## src/hw/rtl/assert_macros.svh

```systemverilog
// assertion macros shared by the rtl files
`ifndef ASSERT_MACROS_SVH
`define ASSERT_MACROS_SVH

// check that a condition implies a consequence in the same cycle
`define ASSERT_IMPLIES(label, clk, rst, cond, cons) \
  label: assert property (@(posedge clk) disable iff (rst) (cond) |-> (cons)) \
    else $error("assertion failed");

// check that a condition implies a consequence in the next cycle
`define ASSERT_NEXT(label, clk, rst, cond, cons) \
  label: assert property (@(posedge clk) disable iff (rst) (cond) |=> (cons)) \
    else $error("assertion failed");

`endif

```

## src/hw/rtl/mche_pkg.sv

```systemverilog
// package: shared types, constants and the metric kind table
`timescale 1ns / 1ps
`default_nettype none
package mche_pkg;
  localparam int NUM_METRICS_DEF = 44;
  localparam int NUM_SLOTS_DEF   = 16;
  localparam int NUM_STAGES_DEF  = 13;
  localparam int NUM_BOUNDS_DEF  = 8;
  localparam int MAX_BOUNDS      = 8;
  localparam int VW              = 64;

  localparam logic [1:0] MODE_ADD   = 2'd0;
  localparam logic [1:0] MODE_CSET  = 2'd1;
  localparam logic [1:0] MODE_GSET  = 2'd2;
  localparam logic [1:0] MODE_OBS   = 2'd3;

  localparam logic [1:0] ST_OK      = 2'd0;
  localparam logic [1:0] ST_BAD_ID  = 2'd1;
  localparam logic [1:0] ST_BAD_STG = 2'd2;
  localparam logic [1:0] ST_BAD_OP  = 2'd3;

  localparam logic [63:0] COUNTER_KIND = 64'h0000_0E6C_03F0_019F;

  localparam logic [63:0] BOUND_RESET [MAX_BOUNDS] = '{
    64'd1000, 64'd2000, 64'd4000, 64'd8000,
    64'd16000, 64'd32000, 64'd64000, 64'd128000};

  // controller to datapath commands
  typedef struct packed {
    logic clr;       // clearing pass write
    logic load;      // capture input item
    logic rd;        // memory read step; the datapath does not use it
    logic wr;        // compute and write back
  } cmd_t;

  // datapath to controller status
  typedef struct packed {
    logic clr_done;
  } stat_t;
endpackage
`default_nettype wire

```

## src/hw/rtl/mche_ctrl.sv

```systemverilog
// controller: clearing pass, read and write-back sequencing, handshakes
`timescale 1ns / 1ps
`default_nettype none
`include "assert_macros.svh"
module mche_ctrl (
  input  wire logic             clk,
  input  wire logic             rst,
  input  wire logic             in_valid,
  output logic                  in_ready,
  output logic                  out_valid,
  input  wire logic             out_ready,
  output mche_pkg::cmd_t        cmd,
  input  wire mche_pkg::stat_t  stat
);
  localparam logic [1:0] S_CLR = 2'd0;
  localparam logic [1:0] S_IDLE = 2'd1;
  localparam logic [1:0] S_RD = 2'd2;
  localparam logic [1:0] S_WR = 2'd3;

  logic [1:0] state, state_next;
  logic       out_valid_next;

  // a new item may enter only once the previous result has been taken
  assign in_ready = (state == S_IDLE) && !out_valid;

  always_comb begin
    state_next = state;
    out_valid_next = out_valid;
    cmd = '0;
    if (out_valid && out_ready) out_valid_next = 1'b0;
    unique case (state)
      S_CLR: begin
        cmd.clr = 1'b1;
        if (stat.clr_done) state_next = S_IDLE;
      end
      S_IDLE: begin
        if (in_valid && in_ready) begin
          cmd.load = 1'b1;
          state_next = S_RD;
        end
      end
      S_RD: begin
        cmd.rd = 1'b1;
        state_next = S_WR;
      end
      S_WR: begin
        cmd.wr = 1'b1;
        out_valid_next = 1'b1;
        state_next = S_IDLE;
      end
      default: state_next = S_CLR;
    endcase
  end

  always_ff @(posedge clk) begin
    if (rst) begin
      state <= S_CLR;
      out_valid <= 1'b0;
    end else begin
      state <= state_next;
      out_valid <= out_valid_next;
    end
  end

  `ASSERT_NEXT(a_wr_gives_result, clk, rst, cmd.wr, out_valid)
  `ASSERT_IMPLIES(a_no_accept_busy, clk, rst, out_valid, !in_ready)
  `ASSERT_NEXT(a_load_then_rd, clk, rst, cmd.load, state == S_RD)
endmodule
`default_nettype wire

```

## config.mk

```make
export PLATFORM = sky130hd
export DESIGN_NAME = mche_ctrl
export DESIGN_NICKNAME = d
export VERILOG_FILES = /design/src/hw/rtl/mche_pkg.sv /design/src/hw/rtl/mche_ctrl.sv
export VERILOG_INCLUDE_DIRS = /design/src /design/src/hw/rtl
export SDC_FILE = /design/constraint.sdc
export NUM_CORES = 1
export LEC_CHECK = 0
export ABC_CLOCK_PERIOD_IN_PS = 2450
export BUFFER_PORTS_ARGS = -buffer_cell sky130_fd_sc_hd__buf_2
export CAP_MARGIN = 20
export CORE_AREA = 2 2 39 41
export CTS_CLUSTER_DIAMETER = 40
export DETAILED_ROUTE_END_ITERATION = 12
export DIE_AREA = 0 0 41 43
export HOLD_SLACK_MARGIN = 0.12
export PLACE_DENSITY = 0.4
export SYNTH_ARGS = -nofsm -noshare
export SYNTH_HDL_FRONTEND = slang
export SYNTH_SLANG_ARGS = --single-unit
```

## constraint.sdc

```tcl
create_clock -name clk -period 2.45 [get_ports clk]
set_input_delay 0.1225 -clock clk [delete_from_list [all_inputs] [get_ports clk]]
set_output_delay 0.1225 -clock clk [all_outputs]
set_load 0.05 [all_outputs]
```

-- After elaboration in Yosys (flattened, before gate mapping)
Index checks and enable logic that the tools add are counted.
- register bits after elaboration: 3
- output and inout bits: 6
- bits of input ports: 5
- reductions and logical operators: 7
- equal/unequal tests: 5
- muxes and demuxes: 10
- operators with widths (cell ; count):
    $pmux 2 s4 ; 1
    $mux 1 ; 7
    $eq 2x2->1 const B ; 2
    $mux 2 ; 2
    $logic_and 1x1->1 ; 3
    $eq 2x1->1 const B ; 1
    $logic_not 2->1 ; 1
    $ne 2x1->1 const B ; 1
    $ne 2x2->1 const B ; 1
    $reduce_and 2->1 ; 1
    $reduce_bool 2->1 ; 1
    $logic_not 1->1 ; 1

-- Longest topological paths before layout
Gate-level depths: netlist of the first run.
- depth in word-level cells: 5
- mapped depth: 5
- mapped depth without buffers: 5

-- Worst setup path before layout of the first run
Ideal clock, no wire load.
- path kind: reg-to-output
- start point: reg state[1]
- end point: out cmd[2] (netlist bit)
- path slack: 0.429 ns
- cell stages (with the launch flop): 5
- arrival time: 1.899 ns
- cell sequence: dfxtp_1 > inv_1 > ha_1 > nor2b_1 > and2_1
- RTL lines (what ; RTL line ; source):
    from (decl) ; mche_ctrl.sv:20 ; logic [1:0] state, state_next;
    from (signal assigned) ; mche_ctrl.sv:60 ; state <= state_next;
    to (decl) ; mche_ctrl.sv:12 ; output mche_pkg::cmd_t cmd,

==> results by stage, run 1 <==
STA:
- The number of pins with negative max-slew slack in the final report is 0.
- The final number of setup-violating endpoints is 0.
- Across the routed clock network, the largest skew measured is roughly 0.0076 ns.
- Hold is met by between 0.1 and 0.15 ns.
- The measured slew at the worst slew-check pin is about 0.25 ns.
- The final-report hold violation count is 0.
- In the finished design, the share of the clock period the worst path needs comes to 0.647.
- For this run, the top clock speed supported by timing is around 630 MHz.
- The aggregate negative setup slack is 0 ns.
- For the finished layout, the period the worst path requires is 1.59 ns.
- Measured against its own limit, the worst slew margin works out to 0.835.
- Setup repair after global routing left no endpoint under its margin.

Worst hold path:
- The worst hold path was traced through 2 stages.
- The type of the most critical hold path is in2reg.
- The worst hold path begins at rst.
- The worst hold path terminates at out_valid$_SDFFE_PP0P_.

Route:
- For this run, the detailed router's first-pass iteration total came to 1.
- Wires add up to 432 µm.
- For this block, the initial DRC count from the detailed router was 0.
- The via count of the routed design is between 150 and 200.
- The post-detailed-route wirelength per cell is around 8.0 µm.
- The detail route stage leaves a number of antenna-violating nets equal to 0.
- The number of DRC violations after detailed routing is 0.
- The via density per instance is 3.59.

Logic synthesis:
- The proportion of netlist area held by the largest area contributor is 0.255.
- The number of synthesized flops with an enable pin is 0.
- After technology mapping, the gate count stands at 25.
- After synthesis, the share of flip-flops with an asynchronous set or reset is 0.
- The sequential fraction of the synthesis area is 0.245.
- The number of storage elements in the synthesis netlist is 3.
- Yosys mapped the design onto 14 distinct sky130hd cell types.
- The count of yosys warnings during synthesis is 0.
- Counting every net in the synthesized netlist gives 35.
- The cell area that synthesis handed to floorplanning was about 250 µm².
- The most common flop cell mapped by yosys is sky130_fd_sc_hd__dfxtp_1.
- Ranked by total cell area, the synthesized netlist is headed by sky130_fd_sc_hd__ha_1, sky130_fd_sc_hd__dfxtp_1, sky130_fd_sc_hd__a21oi_4.
- Yosys instantiated no cell more often than sky130_fd_sc_hd__ha_1.
- Sorting the synthesized cells by how often they occur yields sky130_fd_sc_hd__ha_1, sky130_fd_sc_hd__dfxtp_1, sky130_fd_sc_hd__inv_1, sky130_fd_sc_hd__nor2_1, sky130_fd_sc_hd__nand2b_1.
- A synthesized cell averages 9.81 µm².
- The cell taking the most area after synthesis is sky130_fd_sc_hd__ha_1.

Clock tree:
- The tree is rooted in a sky130_fd_sc_hd__clkbuf_4.
- The number of instances resized during post-cts repair is 0.
- The total number of H-tree levels is 1.
- Clock-pin slew was measured on the worst setup and hold paths at roughly 0.04 ns.
- TritonCTS built the clock tree.
- The number of buffers between clock root and the deepest sink is 2.
- In this run, post-CTS hold repair placed 0 buffers.
- The clock insertion delay at the later pin of the skew report is about 0.23 ns.
- In this run the post-CTS setup repair buffer count came out at 0.
- Counting the buffers created by CTS gives 3.
- The count of clock tree sinks is 3.

Floorplanning:
- The vertical die dimension is ~43 µm.
- Pin placement for this block handled 11 I/O pins.
- The placeable core area is about 0.0014 mm².
- The initial utilization of the core area, before any placement, comes to 0.177.
- The floorplan has 14 rows.
- The floorplan step defined a die boundary enclosing between 0.0015 and 0.002 mm².
- The die width is 41 µm.

Global routing:
- The number of antenna violations at the first check in global routing is 0.
- The number of global-route vias before repair is a little under 200.
- The leftover overflow at the end of global routing is 0.
- The largest net degree at the start of global routing is 6.
- The global-route wire length before repair is roughly 770 µm.
- The total global routing track utilization is 0.0711.

Placed design:
- The congestion estimate from routability-driven global placement came to approximately 0.65.
- Summed over all nets, the half-perimeter wirelength after detailed placement is between 300 and 400 µm.
- The number of port buffers is 10.
- Once placement completed, the tool counted placed cells totaling 50.

Layout:
- In the final layout, the share of cells above drive strength 1 is 0.421.
- Summing all flip-flop and latch instances after layout gives between 60 and 70 µm².
- 0 antenna diodes ended up in the layout.
- In the final design database the tool counted between 40 and 50 nets.
- The area taken by multi-input logic gates is 166 µm².
- For this run, the share of the core covered by cells in the final layout is 0.241.
- The count of cells in the finished layout, fillers not included, comes to 54.
- The area growth from synthesis to layout is 36.2%.
- The number of filler cells placed in the layout is between 150 and 200.

Critical path:
- STA puts the critical path data required time at roughly 2.3 ns.
- The arrival time of the worst setup path is about 1.5 ns.
- The critical path endpoint category is an output port.
- In this run the worst path has a maximum fanout of 4.
- The beginning of the worst register-to-register path is state[0]$_SDFFE_PP0P_.
- The critical setup path kind is reg2out.
- The worst register-to-register path ends at state[0]$_SDFFE_PP0P_.
- In this run the register-to-register setup slack is just over 1 ns.
- The nature of the critical path startpoint is a flip-flop.
- The worst register-to-register path has a depth of 5.

Outcome:
- The run finished with clean final reports.

Job:
- The max-cap check violation count is 0.
-- how the worst max path moves through the flow --
stage                               start                     to  slack [ns]  cells after the start
finish              state[1]$_SDFFE_PP0P_                 cmd[2]        0.86                      5
global route        state[1]$_SDFFE_PP0P_                 cmd[2]        0.73                      5
CTS                 state[1]$_SDFFE_PP0P_                 cmd[2]        0.83                      5
detailed placement  state[1]$_SDFFE_PP0P_  state[0]$_SDFFE_PP0P_        1.00                      5
global placement    state[1]$_SDFFE_PP0P_  state[0]$_SDFFE_PP0P_        1.01                      5
floorplan           state[1]$_SDFFE_PP0P_                 cmd[2]        0.43                      4
-- logic make-up after synthesis --
kind of cell / after synthesis / share of synthesized area
AND/OR/NAND/NOR: 9 / 0.235
adder cells (fa/ha/maj): 5 / 0.255
buffers and inverters: 4 / 0.0765
flip-flops: 3 / 0.245
AO/OA/AOI/OAI: 2 / 0.0867
multiplexers: 2 / 0.102
-- sequential cells by signal (all words and copies together) (netlist names) --
signal / cells
state: 2
out_valid: 1
-- layer usage --
metal  part of all wire  vias to the layer above  GRT usage  wire (µm)
met4                  0                        0     0.0800          0
met2               0.56                        5      0.106        242
met5                  0                        -          0          0
met3              0.053                        0     0.0314         23
met1               0.38                       87     0.0607        166
li1                   -                      102          -          -
-- per-stage QoR --
stage / area (µm²) / setup slack (ns)
floorplan: 245 / 0.429
global placement: 308 / 1.01
detailed placement: 308 / 1.00
CTS: 334 / 0.830
global route: 334 / 0.726
finish: 334 / 0.864
-- placed cells by master (no fill, tap or decap), types with 2 or more instances in the layout --
cell type / count
sky130_fd_sc_hd__inv_1: 3
sky130_fd_sc_hd__clkbuf_4: 3
sky130_fd_sc_hd__buf_2: 10
sky130_fd_sc_hd__dfxtp_1: 3
sky130_fd_sc_hd__nor2_1: 3
sky130_fd_sc_hd__ha_1: 5
sky130_fd_sc_hd__nand2b_1: 2
-- critical path: stages, from the launching register on --
cell and delay [ns]:
sky130_fd_sc_hd__dfxtp_1 0.34, sky130_fd_sc_hd__inv_1 0.12, sky130_fd_sc_hd__ha_1 0.22, sky130_fd_sc_hd__nor2b_1 0.17, sky130_fd_sc_hd__and2_1 0.13, sky130_fd_sc_hd__buf_2 0.25
-- layout make-up --
cell class	instances	share of cell area
clock buffer	4	0.0787
inverter	3	0.0337
multi-input combinational	18	0.498
sequential	3	0.180
tap	16	0.0599
timing repair buffer	10	0.150
Power of run 1 is not shown: default switching activity piles up to over one toggle a cycle in this logic, so the estimate is an artifact.
==> run 2: changes to the inputs <==
--- a/config.mk
+++ b/config.mk
@@ -6,7 +6,8 @@
 export SDC_FILE = /design/constraint.sdc
 export NUM_CORES = 1
 export LEC_CHECK = 0
-export ABC_CLOCK_PERIOD_IN_PS = 2450
+export ABC_AREA = 1
+export ABC_CLOCK_PERIOD_IN_PS = 1600
 export BUFFER_PORTS_ARGS = -buffer_cell sky130_fd_sc_hd__buf_2
 export CAP_MARGIN = 20
 export CORE_AREA = 2 2 39 41
@@ -14,7 +15,7 @@
 export DETAILED_ROUTE_END_ITERATION = 12
 export DIE_AREA = 0 0 41 43
 export HOLD_SLACK_MARGIN = 0.12
-export PLACE_DENSITY = 0.4
+export PLACE_DENSITY = 0.39
 export SYNTH_ARGS = -nofsm -noshare
 export SYNTH_HDL_FRONTEND = slang
 export SYNTH_SLANG_ARGS = --single-unit
==> constraint.sdc (replaced) <==
create_clock -name clk -period 1.6 [get_ports clk]
set_input_delay 0.08 -clock clk [delete_from_list [all_inputs] [get_ports clk]]
set_output_delay 0.08 -clock clk [all_outputs]
set_load 0.05 [all_outputs]
==> results by stage, run 2 <==
Route:
- The detailed-routing iteration count for the pre-antenna-repair pass is 2 (+1).
- The post-detailed-route wirelength per cell is 6.98 µm (-13%).
- The wire length reported by the detailed router came to 426 µm (-1.4%).
- The number of violations reported at the end of detailed-routing iteration 0 is 4 (+4).
- The via count of the routed design is 226 (+16%).
- The number of DRC violations after detailed routing came to 0 (unchanged).
- The via density per instance is 3.70 (+3.1%).
- The remaining antenna violation count was 0 (unchanged).

STA:
- Setup repair after global routing left no endpoint under its margin.
- The aggregate negative setup slack is 0 ns (unchanged).
- The final-report hold violation count is 0 (unchanged).
- The measured slew at the worst slew-check pin is 0.250 ns (-0.000137 ns).
- The final period utilization is 0.887.
- The post-route clock skew is 0.00263 ns (-0.00499 ns).
- The worst slew slack as a fraction of its limit is 0.835 (about the same).
- The final number of setup-violating endpoints was 0 (unchanged).
- The timing-limited maximum frequency is a little over 700 MHz.
- The number of pins with negative max-slew slack in the final report is 0 (unchanged).
- The time the worst path needs with I/O delays and setup is ~1.4 ns.

Logic synthesis:
- The most frequent cell after synthesis is sky130_fd_sc_hd__inv_1.
- The total nets after synthesis is 41 (+17%).
- The count of yosys warnings during synthesis was 0 (unchanged).
- The proportion of register bits with asynchronous set or reset after synthesis came to 0 (unchanged).
- The area fraction in compound gates after synthesis is 0.106 (+0.0188).
- The post-synthesis cell count is 31 (+24%).
- The mux cell area share after synthesis is 0 (-0.102).
- The distinct cell type count after synthesis came to 10 (-4).
- The largest family of logic cells by synthesized area is adder cells.
- The sequential fraction of the synthesis area was 0.267 (+0.0218).
- The most common flop cell mapped by yosys is sky130_fd_sc_hd__dfxtp_1.
- The adder-cell area share of the yosys netlist is 0.278 (+0.0227).
- The cell taking the most area after synthesis is sky130_fd_sc_hd__ha_1.
- The simple-gate portion of the synthesized area came to 0.183 (-0.0514).
- The proportion of netlist area held by the largest area contributor is 0.278 (+0.0227).
- Yosys attributes the largest share of cell area to sky130_fd_sc_hd__ha_1, sky130_fd_sc_hd__dfxtp_1, sky130_fd_sc_hd__inv_1.
- The post-synthesis average cell area is 7.27 µm² (-26%).
- The netlist area before placement was 225 µm² (-8.2%).
- The commonest cells after synthesis are sky130_fd_sc_hd__inv_1, sky130_fd_sc_hd__ha_1, sky130_fd_sc_hd__nor2_1.
- The number of storage elements in the synthesis netlist came to 3 (unchanged).
- The xor and xnor area share after synthesis is 0 (unchanged).
- The number of synthesized flops with an enable pin is 0 (unchanged).

Floorplanning:
- The die width is 41 µm (unchanged).
- The vertical die dimension is 43 µm (unchanged).
- The number of placement rows is 14 (unchanged).
- The starting utilization of the core area was 0.163 (-0.0145).
- The area enclosed by the die boundary came to 0.00176 mm² (unchanged).
- The I/O pin count is 11 (unchanged).
- The placeable core area is 0.00138 mm² (unchanged).

Power:
- The total leakage power is 0.000193 µW.
- The power per cell area is ~2200 mW/mm².
- The worst-case IR drop observed on VDD is about 480 µV.

Outcome:
- The run finished with clean final reports.

Critical path:
- The required arrival time at the worst endpoint is 1.52 ns (-0.81 ns).
- STA classifies the critical path endpoint as an output port.
- The largest fanout of any net on the critical path was 4 (unchanged).
- The arrival time of the worst setup path came to 1.34 ns (-0.12 ns).
- The nature of the critical path startpoint is a flip-flop.
- The critical path in this run is classified as reg2out.

Global routing:
- The number of global-route vias before repair is 182 (-7.1%).
- The global-route wire length before repair is 703 µm (-8.9%).
- The total global routing track utilization was 0.0661 (-0.00501).
- The number of antenna violations at the first check in global routing is 0 (unchanged).
- The largest net degree at the start of global routing is 6 (unchanged).
- The leftover overflow at the end of global routing is 0 (unchanged).

Placed design:
- The routability-driven placement congestion ratio is 0.683 (+4.4%).
- The number of port buffers was 10 (unchanged).
- The post-placement cell area is 293 µm² (-4.9%).
- The placed wire-length estimate after detailed placement is 350 µm (-7.1%).

Layout:
- The register with the most flip-flops is state.
- The area added between synthesis and finish is 46.1%.
- The commonest non-fill, non-tap cell in the layout is sky130_fd_sc_hd__buf_2.
- The flip-flop count of the largest register after layout is 2 (unchanged).
- The number of filler cells placed in the layout came to 161 (+1.9%).
- In the layout the commonest cells are sky130_fd_sc_hd__buf_2, sky130_fd_sc_hd__inv_1, sky130_fd_sc_hd__ha_1.
- The share of cells above drive strength 1 is 0.333 (-0.0877).
- The final instance area is 329 µm² (-1.5%).
- The number of nets at the end of the flow is 56 (+14%).
- The number of antenna repair diodes is 0 (unchanged).
- The largest registers in the layout are state x2, out_valid x1.

Clock tree:
- TritonCTS built the clock tree.
- The clock root buffer is sky130_fd_sc_hd__clkbuf_4.
- The total number of H-tree levels came to 1 (unchanged).
- The clock edge transition at the registers on the reported setup and hold paths is 0.04 ns (about the same).
- The number of buffers between clock root and the deepest sink was 2 (unchanged).
- The clock buffer count from CTS is 3 (unchanged).
- The clock insertion delay at the later pin of the skew report is 0.23 ns (about the same).
- The number of instances resized during post-cts repair is 0 (unchanged).
- The count of clock tree sinks is 3 (unchanged).

Job:
- The max-cap check violation count came to 0 (unchanged).

Worst hold path:
- The tightest min-delay check is of the in2reg type.
[run 2: cell types whose count changed after synthesis, sizes merged]
cell / before / now
nor3: 0 / 1
nand2: 0 / 3
and2b: 1 / 0
nor2b: 1 / 0
nand2b: 3 / 0
mux2i: 1 / 0
nor2: 3 / 4
and2: 1 / 0
nand3: 0 / 2
a21oi: 2 / 3
inv: 3 / 8
o21ai: 0 / 1
mux2: 1 / 0
[run 2: path summary, 6_finish.rpt]
check	slack, ns	end	depth (start not counted)	startpoint
worst max-delay path	0.18	cmd[2]	5	state[1]$_SDFFE_PP0P_
worst min-delay path	0.15	out_valid$_SDFFE_PP0P_	4	out_ready
worst max register to register	0.48	state[1]$_SDFFE_PP0P_	6	state[0]$_SDFFE_PP0P_
worst min register to register	0.56	state[0]$_SDFFE_PP0P_	2	state[0]$_SDFFE_PP0P_
[run 2: metrics by stage]
stage | worst slack (ns) | instances | util | total power, µW | hold WS [ns]
after CTS | 0.166 | 61 | 0.238 | 730 | 0.148
after global placement | 0.418 | 56 | 0.212 | 591 | 0.259
after global routing | 0.0587 | 61 | 0.238 | 786 | 0.170
final | 0.180 | 61 | 0.238 | 718 | 0.151
after floorplan | 0.227 | 31 | - | 521 | 0.152
after detailed placement | 0.417 | 56 | 0.212 | 589 | 0.264
[run 2: repair_timing]
item	in CTS	in global routing
hold buffers	1	0
endpoints found under the hold margin	3	0
setup buffers	0	0
[run 2: worst max-delay path, stage by stage (launching register included)]
cell and delay (ns):
sky130_fd_sc_hd__dfxtp_1 0.34, sky130_fd_sc_hd__inv_1 0.11, sky130_fd_sc_hd__ha_1 0.19, sky130_fd_sc_hd__inv_1 0.07, sky130_fd_sc_hd__nor3_2 0.13, sky130_fd_sc_hd__buf_2 0.27
[run 2: layer usage]
metal,wire (µm),up-vias,global-route usage
met4,0,0,0.0600
met1,206,97,0.0639
met2,172,9,0.0781
met5,0,-,0
met3,46,0,0.0628
li1,-,120,-
[run 2: power by group]
| part | internal (µW) | switching (µW) | total, µW |
|---|---|---|---|
| Clock | 93.5 | 39.6 | 133 |
| Sequential | 104 | 35.6 | 139 |
| Combinational | 117 | 328 | 445 |
[run 2: kinds of logic after synthesis]
logic type / Yosys count
simple gates: 10
compound gates: 4
flops: 3
fa+ha+maj: 5
buf+inv: 9
[run 2: area by class of cell]
class	instances	area (µm²)	area share
inverter	8	30.0	0.0913
tap	16	20.0	0.0608
timing repair buffer	11	60.1	0.183
clock buffer	4	26.3	0.0798
sequential	3	60.1	0.183
multi-input combinational	19	133	0.403
(Power assumes the default switching activity.)
==> run 3: changes to the inputs <==
--- a/config.mk
+++ b/config.mk
@@ -8,14 +8,14 @@
 export LEC_CHECK = 0
 export ABC_AREA = 1
 export ABC_CLOCK_PERIOD_IN_PS = 1600
-export BUFFER_PORTS_ARGS = -buffer_cell sky130_fd_sc_hd__buf_2
 export CAP_MARGIN = 20
 export CORE_AREA = 2 2 39 41
 export CTS_CLUSTER_DIAMETER = 40
 export DETAILED_ROUTE_END_ITERATION = 12
 export DIE_AREA = 0 0 41 43
+export DONT_BUFFER_PORTS = 1
 export HOLD_SLACK_MARGIN = 0.12
-export PLACE_DENSITY = 0.39
+export PLACE_DENSITY = 0.32
 export SYNTH_ARGS = -nofsm -noshare
 export SYNTH_HDL_FRONTEND = slang
 export SYNTH_SLANG_ARGS = --single-unit
==> results by stage, run 3 (same netlist as run 2, synthesis figures left out) <==
STA:
- The number of pins with negative max-slew slack in the final report is 0 (unchanged).
- The post-route clock skew is 0.00231 ns (-0.000323 ns).
- The measured slew at the worst slew-check pin is 0.488 ns (+0.238 ns).
- The final-report hold violation count is 0 (unchanged).
- The final number of setup-violating endpoints is 0 (unchanged).
- The aggregate negative setup slack is 0 ns (unchanged).
- The final period utilization is 0.876 (-0.0115).
- Setup repair after global routing left no endpoint under its margin.
- The worst slew slack as a fraction of its limit is 0.676 (-0.159).
- The time the worst path needs with I/O delays and setup is 1.40 ns (-0.0184 ns).
- The timing-limited maximum frequency is 714 MHz (+1.3%).

Global routing:
- The number of antenna violations at the first check in global routing is 0 (unchanged).
- The number of global-route vias before repair came to 220 (+21%).
- The leftover overflow at the end of global routing was 0 (unchanged).
- The global-route wire length before repair was 759 µm (+8.0%).
- The total global routing track utilization was 0.0652 (-0.000937).
- The largest net degree at the start of global routing is 6 (unchanged).

Clock tree:
- The clock edge transition at the registers on the reported setup and hold paths is 0.04 ns (about the same).
- The clock insertion delay at the later pin of the skew report is 0.23 ns (about the same).
- The count of clock tree sinks is 3 (unchanged).
- The clock buffer count from CTS came to 3 (unchanged).
- The total number of H-tree levels was 1 (unchanged).
- The TritonCTS clock tree is yes.
- The number of buffers between clock root and the deepest sink was 2 (unchanged).
- The clock root buffer is sky130_fd_sc_hd__clkbuf_4.

Layout:
- The flip-flop count of the largest register after layout is 2 (unchanged).
- The number of nets at the end of the flow was 52 (-7.1%).
- The utilization after layout came to 0.236 (-0.00181).
- The share of cells above drive strength 1 is 0.244 (-0.0894).
- The register with the most flip-flops is state.
- The number of antenna repair diodes was 0 (unchanged).
- In the final layout, the registers with the most flip-flops are state x2, out_valid x1.
- The commonest non-fill, non-tap cell in the layout is sky130_fd_sc_hd__inv_1.
- The number of filler cells placed in the layout is 165 (+2.5%).
- The area added between synthesis and finish is 45.0%.
- In the layout the commonest cells are sky130_fd_sc_hd__inv_1, sky130_fd_sc_hd__ha_1, sky130_fd_sc_hd__buf_4.

Floorplanning:
- The I/O pin count is 11 (unchanged).
- The vertical die dimension came to 43 µm (unchanged).
- The die width is 41 µm (unchanged).
- The starting utilization of the core area is 0.163 (unchanged).
- The area enclosed by the die boundary was 0.00176 mm² (unchanged).
- The placeable core area is 0.00138 mm² (unchanged).
- The number of placement rows is 14 (unchanged).

Power:
- The switching portion of total power was 0.540 (-0.0226).
- The switching power is 404 µW (about the same).
- The proportion of power drawn by the clock network is 0.176 (-0.010).
- The sequential share of power is 0.185 (-0.009).
- The internal power consumption is 344 µW (+9.7%).
- The total leakage power is 0.000180 µW (-6.6%).
- The logic gate share of total power is 0.640 (+0.019).
- The power per cell area came to 2290 mW/mm² (+5.1%).
- The largest voltage drop on the vdd net came to 349 µV (-28%).

Route:
- The detailed-routing iteration count for the pre-antenna-repair pass is 1 (-1).
- The via count of the routed design is 216 (-4.4%).
- The wire length reported by the detailed router came to 459 µm (+7.7%).
- The number of violations reported at the end of detailed-routing iteration 0 is 0 (-4).
- The post-detailed-route wirelength per cell is 8.05 µm (+15%).
- The via density per instance is 3.79 (+2.3%).
- The remaining antenna violation count came to 0 (unchanged).
- The number of DRC violations after detailed routing is 0 (unchanged).

Outcome:
- The run finished with clean final reports.

Critical path:
- The arrival time of the worst setup path is 1.52 ns (+0.18 ns).
- The largest fanout of any net on the critical path came to 5 (+1).
- The critical setup path kind is reg2reg.
- The worst setup path is captured at a flip-flop.
- The required arrival time at the worst endpoint is 1.72 ns (+0.20 ns).
- STA classifies the critical path startpoint as a flip-flop.

Worst hold path:
- The min-delay analysis places its worst path in the category in2reg.

Placed design:
- The placed wire-length estimate after detailed placement is 395 µm (+13%).
- The number of port buffers was 0 (-10).
- The routability-driven placement congestion ratio is 0.598 (-12%).

Job:
- The max-cap check violation count is 0 (unchanged).
[run 3: changes by cell type in the layout (fill, tap and decap cells not counted), sizes merged]
cell	previous run	this run
buf	10	5
dlygate4sd3	1	2
[run 3: stage by stage]
step	total power, µW	std cells	worst slack, ns	instance area (µm²)	hold WS [ns]
final	748	57	0.199	327	0.178
after global routing	815	57	0.126	327	0.214
after CTS	764	57	0.203	327	0.181
after detailed placement	620	51	0.457	280	0.155
after global placement	610	51	0.479	280	0.153
after floorplan	521	31	0.227	230	0.152
[run 3: final timing paths]
| path | startpoint | end | slack, ns | cells past startpoint |
|---|---|---|---|---|
| max reg2reg | state[0]$_SDFFE_PP0P_ | out_valid$_SDFFE_PP0P_ | 0.20 | 4 |
| max | state[0]$_SDFFE_PP0P_ | out_valid$_SDFFE_PP0P_ | 0.20 | 4 |
| min reg2reg | state[1]$_SDFFE_PP0P_ | state[1]$_SDFFE_PP0P_ | 0.55 | 2 |
| min | stat | state[0]$_SDFFE_PP0P_ | 0.18 | 4 |
[run 3: area by class of cell]
| cell class | count | area, µm² | share of cell area |
|---|---|---|---|
| inverters | 8 | 30.0 | 0.0920 |
| multi-input cells | 19 | 133 | 0.406 |
| flip-flops and latches | 3 | 60.1 | 0.184 |
| well taps | 16 | 20.0 | 0.0613 |
| clock buffers | 4 | 26.3 | 0.0805 |
| repair buffers | 7 | 57.6 | 0.176 |
[run 3: repair_timing]
item | CTS | global route
setup buffers | 0 | 0
gates resized for setup | 0 | 0
endpoints found under the hold margin | 3 | 0
hold buffers | 2 | 0
[run 3: power groups by stage]
stage | clock [µW] | sequential [µW] | combinational, µW
2_1_floorplan | 0 | 147 | 375
3_3_place_gp | 0 | 141 | 469
3_5_place_dp | 0 | 142 | 478
4_1_cts | 138 | 141 | 486
5_1_grt | 147 | 144 | 524
6_report | 131 | 138 | 478
[run 3: critical path, cell delays in order (launching register included)]
cell	delay, ns
sky130_fd_sc_hd__dfxtp_1	0.34
sky130_fd_sc_hd__ha_1	0.22
sky130_fd_sc_hd__a21oi_1	0.13
sky130_fd_sc_hd__nor2_1	0.05
sky130_fd_sc_hd__dlygate4sd3_1	0.54
[run 3: layer usage]
metal  part of all wire  up-vias  wire length [µm]  global-route usage
li1                   -      112                 -                   -
met1               0.33      100               150              0.0385
met2               0.63        4               291               0.128
met3              0.039        0                18              0.0314
met4                  0        0                 0              0.0400
met5                  0        -                 0                   0
